File: src/hw/rtl/mbe_pkg.sv
package mbe_pkg;

  // Fixed-point format of the input point and the iteration counter.
  localparam int IN_W      = 30;
  localparam int FRAC_BITS = 27;
  localparam int CNT_W     = 8;
  localparam logic [CNT_W-1:0] LIMIT_RESET = CNT_W'(255);

  // Multiplier operand width. A z that has not escaped has |z| <= 2 and fits in
  // FRAC_BITS + 3 signed bits; the first round squares c itself.
  localparam int M_W    = (IN_W > FRAC_BITS + 3) ? IN_W : FRAC_BITS + 3;
  localparam int PROD_W = 2 * M_W;
  // Sums and differences of two products.
  localparam int W_W    = PROD_W + 1;
  // Width of a freshly updated z before the range check.
  localparam int ZN_W   = 2 * M_W - FRAC_BITS + 1;

  // Escape threshold |z|^2 > 4, scaled by 2^(2*FRAC_BITS).
  localparam logic signed [W_W-1:0] ESC_THR =
    {{(W_W-1){1'b0}}, 1'b1} << (2 * FRAC_BITS + 2);

  // Product chosen for the shared multiplier.
  typedef enum logic [1:0] {
    MUL_RR,
    MUL_II,
    MUL_RI
  } mul_sel_e;

  // Commands from the controller to the datapath.
  typedef struct packed {
    logic     load;
    mul_sel_e mul_sel;
    logic     cap_rr;
    logic     cap_ii;
    logic     update;
  } dp_cmd_t;

  // Status from the datapath to the controller.
  typedef struct packed {
    logic escaped;
    logic overflow;
  } dp_stat_t;

endpackage

File: src/hw/rtl/mandelbrot_escape_time.sv
// One point at a time: the next input beat comes as early as the result beat. Each step
// runs three products on the shared 30x30 multiplier, then the update. A run ends on
// escape, at the iteration limit, or when z leaves the multiplier range.
// Reset: asynchronous, active low; clears the sequencer and output valid, limit 255.
module mandelbrot_escape_time (
  input  logic                            clk_i,
  input  logic                            rst_ni,
  input  logic                            in_valid_i,
  output logic                            in_ready_o,
  input  logic signed [mbe_pkg::IN_W-1:0] c_real_i,
  input  logic signed [mbe_pkg::IN_W-1:0] c_imag_i,
  output logic                            out_valid_o,
  input  logic                            out_ready_i,
  output logic [mbe_pkg::CNT_W-1:0]       escape_step_o,
  output logic                            inside_res_o,
  input  logic                            cfg_we_i,
  input  logic [mbe_pkg::CNT_W-1:0]       cfg_wdata_i
);
  import mbe_pkg::*;

  dp_cmd_t  cmd;
  dp_stat_t stat;

  // Controller: sequencing, step count and result register.
  mbe_ctrl u_ctrl (
    .clk_i         (clk_i),
    .rst_ni        (rst_ni),
    .in_valid_i    (in_valid_i),
    .in_ready_o    (in_ready_o),
    .out_valid_o   (out_valid_o),
    .out_ready_i   (out_ready_i),
    .escape_step_o (escape_step_o),
    .inside_res_o  (inside_res_o),
    .cfg_we_i      (cfg_we_i),
    .cfg_wdata_i   (cfg_wdata_i),
    .cmd_o         (cmd),
    .stat_i        (stat)
  );

  // Datapath: point and iterate registers, shared multiplier, escape test.
  mbe_dpath u_dpath (
    .clk_i    (clk_i),
    .rst_ni   (rst_ni),
    .cmd_i    (cmd),
    .c_real_i (c_real_i),
    .c_imag_i (c_imag_i),
    .stat_o   (stat)
  );

endmodule

File: src/hw/rtl/mbe_dpath.sv
module mbe_dpath (
  input  logic                            clk_i,
  input  logic                            rst_ni,
  input  mbe_pkg::dp_cmd_t                cmd_i,
  input  logic signed [mbe_pkg::IN_W-1:0] c_real_i,
  input  logic signed [mbe_pkg::IN_W-1:0] c_imag_i,
  output mbe_pkg::dp_stat_t               stat_o
);
  import mbe_pkg::*;

  logic signed [IN_W-1:0]   c_r_q, c_i_q;
  logic signed [M_W-1:0]    z_r_q, z_i_q;
  logic signed [PROD_W-1:0] prod_q, rr_q, ii_q;
  logic signed [PROD_W-1:0] prod_d;
  logic signed [M_W-1:0]    mul_a, mul_b;
  logic signed [W_W-1:0]    esc_sum, diff, re_sh, im_dbl, im_sh;
  logic signed [ZN_W-1:0]   zr_new, zi_new;
  logic signed [M_W-1:0]    zr_trunc, zi_trunc;
  logic                     fits_r, fits_i;

  // Operand selection for the single shared multiplier.
  always_comb begin
    unique case (cmd_i.mul_sel)
      MUL_RR: begin
        mul_a = z_r_q;
        mul_b = z_r_q;
      end
      MUL_II: begin
        mul_a = z_i_q;
        mul_b = z_i_q;
      end
      MUL_RI: begin
        mul_a = z_r_q;
        mul_b = z_i_q;
      end
      default: begin
        mul_a = z_r_q;
        mul_b = z_r_q;
      end
    endcase
  end

  assign prod_d = mul_a * mul_b;

  // Escape test of the current z: zr^2 held in rr_q, zi^2 just out of the multiplier.
  assign esc_sum = W_W'(rr_q) + W_W'(prod_q);

  // Next z: floor((zr^2 - zi^2) / 2^F) + cr and floor(2*zr*zi / 2^F) + ci.
  assign diff   = W_W'(rr_q) - W_W'(ii_q);
  assign re_sh  = diff >>> FRAC_BITS;
  assign im_dbl = signed'({prod_q, 1'b0});
  assign im_sh  = im_dbl >>> FRAC_BITS;
  assign zr_new = ZN_W'(re_sh) + ZN_W'(c_r_q);
  assign zi_new = ZN_W'(im_sh) + ZN_W'(c_i_q);

  // A new z that does not fit the multiplier width has |z| >= 4 and has escaped.
  assign zr_trunc = zr_new[M_W-1:0];
  assign zi_trunc = zi_new[M_W-1:0];
  assign fits_r   = (zr_new == ZN_W'(zr_trunc));
  assign fits_i   = (zi_new == ZN_W'(zi_trunc));

  assign stat_o.escaped  = (esc_sum > ESC_THR);
  assign stat_o.overflow = !(fits_r && fits_i);

  // Point, iterate and product registers.
  always_ff @(posedge clk_i) begin
    prod_q <= prod_d;
    if (cmd_i.load) begin
      c_r_q <= c_real_i;
      c_i_q <= c_imag_i;
      z_r_q <= M_W'(c_real_i);
      z_i_q <= M_W'(c_imag_i);
    end else if (cmd_i.update) begin
      z_r_q <= zr_trunc;
      z_i_q <= zi_trunc;
    end
    if (cmd_i.cap_rr) begin
      rr_q <= prod_q;
    end
    if (cmd_i.cap_ii) begin
      ii_q <= prod_q;
    end
  end

  // A loaded point becomes the starting z.
  assert property (@(posedge clk_i) disable iff (!rst_ni)
    cmd_i.load |=> (z_r_q == M_W'($past(c_real_i))) && (z_i_q == M_W'($past(c_imag_i))))
    else $error("z does not start at the loaded point");

endmodule

File: src/hw/rtl/mbe_ctrl.sv
module mbe_ctrl (
  input  logic                            clk_i,
  input  logic                            rst_ni,
  input  logic                            in_valid_i,
  output logic                            in_ready_o,
  output logic                            out_valid_o,
  input  logic                            out_ready_i,
  output logic [mbe_pkg::CNT_W-1:0]       escape_step_o,
  output logic                            inside_res_o,
  input  logic                            cfg_we_i,
  input  logic [mbe_pkg::CNT_W-1:0]       cfg_wdata_i,
  output mbe_pkg::dp_cmd_t                cmd_o,
  input  mbe_pkg::dp_stat_t               stat_i
);
  import mbe_pkg::*;

  typedef enum logic [2:0] {
    S_IDLE,
    S_RR,
    S_II,
    S_RI,
    S_UPD,
    S_DONE
  } state_e;

  state_e           state_q;
  logic [CNT_W-1:0] cnt_q;
  logic [CNT_W-1:0] limit_q;
  logic [CNT_W-1:0] res_step_q;
  logic             res_inside_q;
  logic             out_valid_q;
  logic [CNT_W-1:0] out_step_q;
  logic             out_inside_q;

  assign in_ready_o    = (state_q == S_IDLE);
  assign out_valid_o   = out_valid_q;
  assign escape_step_o = out_step_q;
  assign inside_res_o  = out_inside_q;

  // Datapath commands decoded from the state.
  always_comb begin
    cmd_o.load   = (state_q == S_IDLE) && in_valid_i;
    cmd_o.cap_rr = (state_q == S_II);
    cmd_o.cap_ii = (state_q == S_RI);
    cmd_o.update = (state_q == S_UPD);
    unique case (state_q)
      S_II:    cmd_o.mul_sel = MUL_II;
      S_RI:    cmd_o.mul_sel = MUL_RI;
      default: cmd_o.mul_sel = MUL_RR;
    endcase
  end

  // Sequencer, step counter, limit register and output register.
  always_ff @(posedge clk_i or negedge rst_ni) begin
    if (!rst_ni) begin
      state_q      <= S_IDLE;
      cnt_q        <= '0;
      limit_q      <= LIMIT_RESET;
      res_step_q   <= '0;
      res_inside_q <= 1'b0;
      out_valid_q  <= 1'b0;
      out_step_q   <= '0;
      out_inside_q <= 1'b0;
    end else begin
      if (cfg_we_i) begin
        limit_q <= cfg_wdata_i;
      end
      if (out_valid_q && out_ready_i && state_q != S_DONE) begin
        out_valid_q <= 1'b0;
      end
      unique case (state_q)
        S_IDLE: begin
          if (in_valid_i) begin
            cnt_q   <= '0;
            state_q <= S_RR;
          end
        end
        S_RR: state_q <= S_II;
        S_II: state_q <= S_RI;
        S_RI: begin
          // The first round squares c, which is not tested.
          priority if (cnt_q != '0 && stat_i.escaped) begin
            res_step_q   <= cnt_q - CNT_W'(1);
            res_inside_q <= 1'b0;
            state_q      <= S_DONE;
          end else if (cnt_q == limit_q) begin
            res_step_q   <= '0;
            res_inside_q <= 1'b1;
            state_q      <= S_DONE;
          end else begin
            state_q <= S_UPD;
          end
        end
        S_UPD: begin
          if (stat_i.overflow) begin
            res_step_q   <= cnt_q;
            res_inside_q <= 1'b0;
            state_q      <= S_DONE;
          end else begin
            cnt_q   <= cnt_q + CNT_W'(1);
            state_q <= S_RR;
          end
        end
        S_DONE: begin
          if (!out_valid_q || out_ready_i) begin
            out_valid_q  <= 1'b1;
            out_step_q   <= res_step_q;
            out_inside_q <= res_inside_q;
            state_q      <= S_IDLE;
          end
        end
        default: state_q <= S_IDLE;
      endcase
    end
  end

  // An accepted point starts a fresh first round.
  assert property (@(posedge clk_i) disable iff (!rst_ni)
    (in_valid_i && in_ready_o) |=> (state_q == S_RR) && (cnt_q == '0))
    else $error("accepted point did not start at step zero");

  // A finished result moves to a free output register at once.
  assert property (@(posedge clk_i) disable iff (!rst_ni)
    (state_q == S_DONE && !out_valid_q) |=> (out_valid_q && state_q == S_IDLE))
    else $error("finished result not delivered to a free output register");

  // A point reported inside carries step zero.
  assert property (@(posedge clk_i) disable iff (!rst_ni)
    (out_valid_o && inside_res_o) |-> (escape_step_o == '0))
    else $error("inside result with nonzero step");

endmodule

File: config.mk
export PLATFORM = sky130hd
export DESIGN_NAME = mandelbrot_escape_time
export DESIGN_NICKNAME = d
export VERILOG_FILES = /design/src/hw/rtl/mbe_pkg.sv /design/src/hw/rtl/mandelbrot_escape_time.sv /design/src/hw/rtl/mbe_dpath.sv /design/src/hw/rtl/mbe_ctrl.sv
export SDC_FILE = /design/constraint.sdc
export NUM_CORES = 2
export LEC_CHECK = 0
export BUFFER_PORTS_ARGS = -buffer_cell sky130_fd_sc_hd__buf_2
export CAP_MARGIN = 20
export CORE_ASPECT_RATIO = 0.7
export CORE_UTILIZATION = 40
export CTS_BUF_LIST = sky130_fd_sc_hd__clkbuf_4
export CTS_CLUSTER_DIAMETER = 30
export DETAILED_ROUTE_END_ITERATION = 16
export GPL_ROUTABILITY_DRIVEN = 0
export SLEW_MARGIN = 20
export SYNTH_ARGS = -nofsm -noshare
export SYNTH_HDL_FRONTEND = slang
export SYNTH_SLANG_ARGS = --single-unit
File: constraint.sdc
create_clock -name clk_i -period 25.1 [get_ports clk_i]
set_clock_uncertainty 0.15 [all_clocks]
set_input_delay 1.255 -clock clk_i [delete_from_list [all_inputs] [get_ports clk_i]]
set_output_delay 1.255 -clock clk_i [all_outputs]
set_load 0.01 [all_outputs]
==> results.sh <==
export IMPL_root_buffer="clkbuf_4"
export IMPL_final_common_cell="inv_1"
export IMPL_initial_utilization_pct=40.6
export IMPL_grt_overflow=0
export IMPL_min_delay_worst_endpoint="u_dpath.rr_q[24]"
export IMPL_mappedNetlistArea_mm2=0.0526
export IMPL_holdBufCountCts=0
export IMPL_clk_latency_ps=830
export IMPL_path_clk_slew_ps=100
export IMPL_grt_pass1_vias=40500
export IMPL_antenna_found_initial=4
export IMPL_yosysSeqAreaShare_pct=17.8
export IMPL_coreArea_mm2=0.130
export IMPL_cts_buffers=75
export IMPL_syn_num_nets=6988
export IMPL_hold_path_class="reg -> reg"
export IMPL_slowest_delay_ps=830
export IMPL_fin_crit_sh_pct=49.2
export IMPL_maxCapViolCount=0
export IMPL_cp_max_fo=31
export IMPL_wire_per_inst_um=22.1
export IMPL_ant_nets=0
export IMPL_rrSetupSlack_ps=12750
export IMPL_die_area_mm2=0.133
export IMPL_boundaryPins=84
export IMPL_final_hold_viol_count=0
export IMPL_tritoncts="built"
export IMPL_setup_viol=0
export IMPL_grt_max_degree=75
export IMPL_num_rows=110
export IMPL_status="finished, final reports clean"
export IMPL_layout_drive_gt1_share_pct=7.14
export IMPL_io_buffer_count=83
export IMPL_drt_iter0_drc=4342
export IMPL_tightest_slew_ps=1210
export IMPL_vias_per_cell=5.42
export IMPL_dr_total_vias=40200
export IMPL_syn_mean_instance_area_um2=9.40
export IMPL_die_h_um=305
export IMPL_netlist_top_cell_by_area="fa_1"
export IMPL_final_cell_mix="inv_1, fa_1, nand2_1, nor2_1, ha_1"
export IMPL_route_detailed_drc=0
export IMPL_r2r_cells=37
export IMPL_postSynthCellCount=5592
export IMPL_cts_htree_levels=3
export IMPL_finalSetupTns_ps=0
export IMPL_synth_flop_cell="edfxtp_1"
export IMPL_ys_async_sr_fraction_pct=11.2
export IMPL_period_minus_slack_ps=12350
export IMPL_endpoint_kind="register"
export IMPL_grt_pass1_wl_mm=250
export IMPL_yosys_warnings=0
export IMPL_ys_types=86
export IMPL_clk_path_buf_depth=3
export IMPL_worst_path_max_delay_cell="mux2i_1"
export IMPL_hpwlAfterDp_mm=132
export IMPL_hold_path_depth=0
export IMPL_postCtsSetupBuffers=0
export IMPL_hp_start="u_dpath.prod_q[24]"
export IMPL_drtPass1Iterations=6
export IMPL_cts_sinks=338
export IMPL_synth_seq_cells=338
export IMPL_grt_use_total_pct=24.9
export IMPL_rsz0062_at_grt="false"
export IMPL_slew_headroom_pct=17.2
export IMPL_r2r_end="u_dpath.prod_q[58]"
export IMPL_startpoint_type="register"
export IMPL_worstPathArrival_ps=12930
export IMPL_cpMostUsedCell="fa_1"
export IMPL_nets=7020
export IMPL_die_x_um=435
export IMPL_synthTopCellsByArea="fa_1, edfxtp_1, ha_1, inv_1, nand2_1"
export IMPL_fmax_mhz=81.0
export IMPL_yosys_area_top_type_share_pct=36.6
export IMPL_required_ps=25680
export IMPL_worstSetupPathType="reg -> reg"
export IMPL_worstReg2RegStart="u_ctrl.state_q[1]"
export IMPL_synth_edff_count=240
export IMPL_drv_slew=0
export IMPL_totalWireLength_mm=164
export IMPL_ctsResizeCount=0
export IMPL_syn_to_final_growth_pct=6.52
worst max-delay path by stage:
stage / slack (ps) / end / depth (start not counted) / startpoint
3_3_place_gp: 12940 / u_dpath.prod_q[58] / 37 / u_ctrl.state_q[2]
6_report: 12750 / u_dpath.prod_q[58] / 37 / u_ctrl.state_q[1]
4_1_cts: 12830 / u_dpath.prod_q[59] / 36 / u_ctrl.state_q[1]
2_1_floorplan: 12380 / u_dpath.prod_q[58] / 37 / u_ctrl.state_q[2]
5_1_grt: 12280 / u_dpath.prod_q[58] / 37 / u_ctrl.state_q[1]
3_5_place_dp: 12880 / u_dpath.prod_q[59] / 36 / u_ctrl.state_q[2]
worst max-delay path: cells and delay by family (launching register included):
| kind | cells | cell delay, ps |
|---|---|---|
| simple gates | 4 | 620 |
| xor+xnor | 1 | 130 |
| compound gates | 12 | 3740 |
| mux | 1 | 830 |
| fa+ha+maj | 10 | 4940 |
| flops | 1 | 440 |
| buf+inv | 9 | 1260 |
Yosys cell counts, types with 8 or more instances:
| cell | number |
|---|---|
| inv_1 | 1123 |
| fa_1 | 961 |
| nand2_1 | 622 |
| nor2_1 | 612 |
| ha_1 | 362 |
| edfxtp_1 | 240 |
| a21oi_1 | 230 |
| clkbuf_1 | 169 |
| o21ai_0 | 149 |
| xnor2_1 | 132 |
| a21o_1 | 115 |
| mux2_2 | 74 |
| xor2_1 | 73 |
| mux2i_1 | 64 |
| dfxtp_1 | 60 |
| nand3_1 | 53 |
| nand4_1 | 46 |
| nor2b_1 | 32 |
| o21a_1 | 31 |
| dfrtp_1 | 30 |
| nand2b_1 | 29 |
| nor3_1 | 26 |
| o21bai_1 | 24 |
| o211ai_1 | 23 |
| a211oi_1 | 22 |
| a31oi_1 | 22 |
| nor4_1 | 20 |
| and2_1 | 19 |
| and3_1 | 19 |
| o22ai_1 | 15 |
| buf_1 | 14 |
| and4_1 | 11 |
| o31ai_1 | 11 |
| dfstp_2 | 8 |
| o21ai_1 | 8 |
| o31a_1 | 8 |
| or2_2 | 8 |
| or3_1 | 8 |
cells by family (layout without fill, tap and decap cells):
logic type / after synthesis / in the layout / share of synthesized area [%]
compound gates: 737 / 737 / 8.90
other cells: 0 / 3 / 0
mux: 142 / 142 / 2.90
buf+inv: 1319 / 1412 / 9.47
flops: 338 / 338 / 17.8
xor+xnor: 205 / 205 / 3.42
simple gates: 1528 / 1528 / 12.3
fa+ha+maj: 1323 / 1323 / 45.2
routing by layer:
| metal | global-route usage [%] | wire [um] | vias to the layer above | part of all wire [%] |
|---|---|---|---|---|
| met1 | 37.4 | 74400 | 20300 | 45 |
| met3 | 7.35 | 19000 | 289 | 12 |
| met5 | 0 | 13 | - | 0.0079 |
| met2 | 34.5 | 65800 | 1936 | 40 |
| li1 | - | - | 17700 | - |
| met4 | 6.58 | 4900 | 2 | 3.0 |
metrics by stage:
step                      area [um2]  worst slack, ps  cells  util [%]  hold WS [ps]
after floorplan                52600            12380   5592         -           280
after global placement         55000            12940   7283      42.5           313
after detailed placement       55000            12880   7283      42.5           301
after CTS                      56000            12830   7421      43.2           267
after global routing           56000            12280   7424      43.2           312
final                          56000            12750   7424      43.2           271
layout make-up:
class,instances,area (um2)
Clock buffer,112,841
Tap cell,1736,2170
Antenna cell,3,7.51
Multi-Input combinational cell,3935,38300
Inverter,1126,4230
Sequential cell,338,9370
Fill cell,12700,73500
Timing Repair Buffer,148,903
Clock inverter,26,145
sequential cells by signal (all words and copies together) (netlist names):
| signal | count |
|---|---|
| u_ctrl.cnt_q | 8 |
| u_ctrl.escape_step_o | 8 |
| u_ctrl.inside_res_o | 1 |
| u_ctrl.limit_q | 8 |
| u_ctrl.out_valid_o | 1 |
| u_ctrl.res_inside_q | 1 |
| u_ctrl.res_step_q | 8 |
| u_ctrl.state_q | 3 |
| u_dpath.c_i_q | 30 |
| u_dpath.c_r_q | 30 |
| u_dpath.ii_q | 60 |
| u_dpath.prod_q | 60 |
| u_dpath.rr_q | 60 |
| u_dpath.z_i_q | 30 |
| u_dpath.z_r_q | 30 |
Power is not shown: default switching activity piles up to over one toggle a cycle in this logic, so the estimate is an artifact.
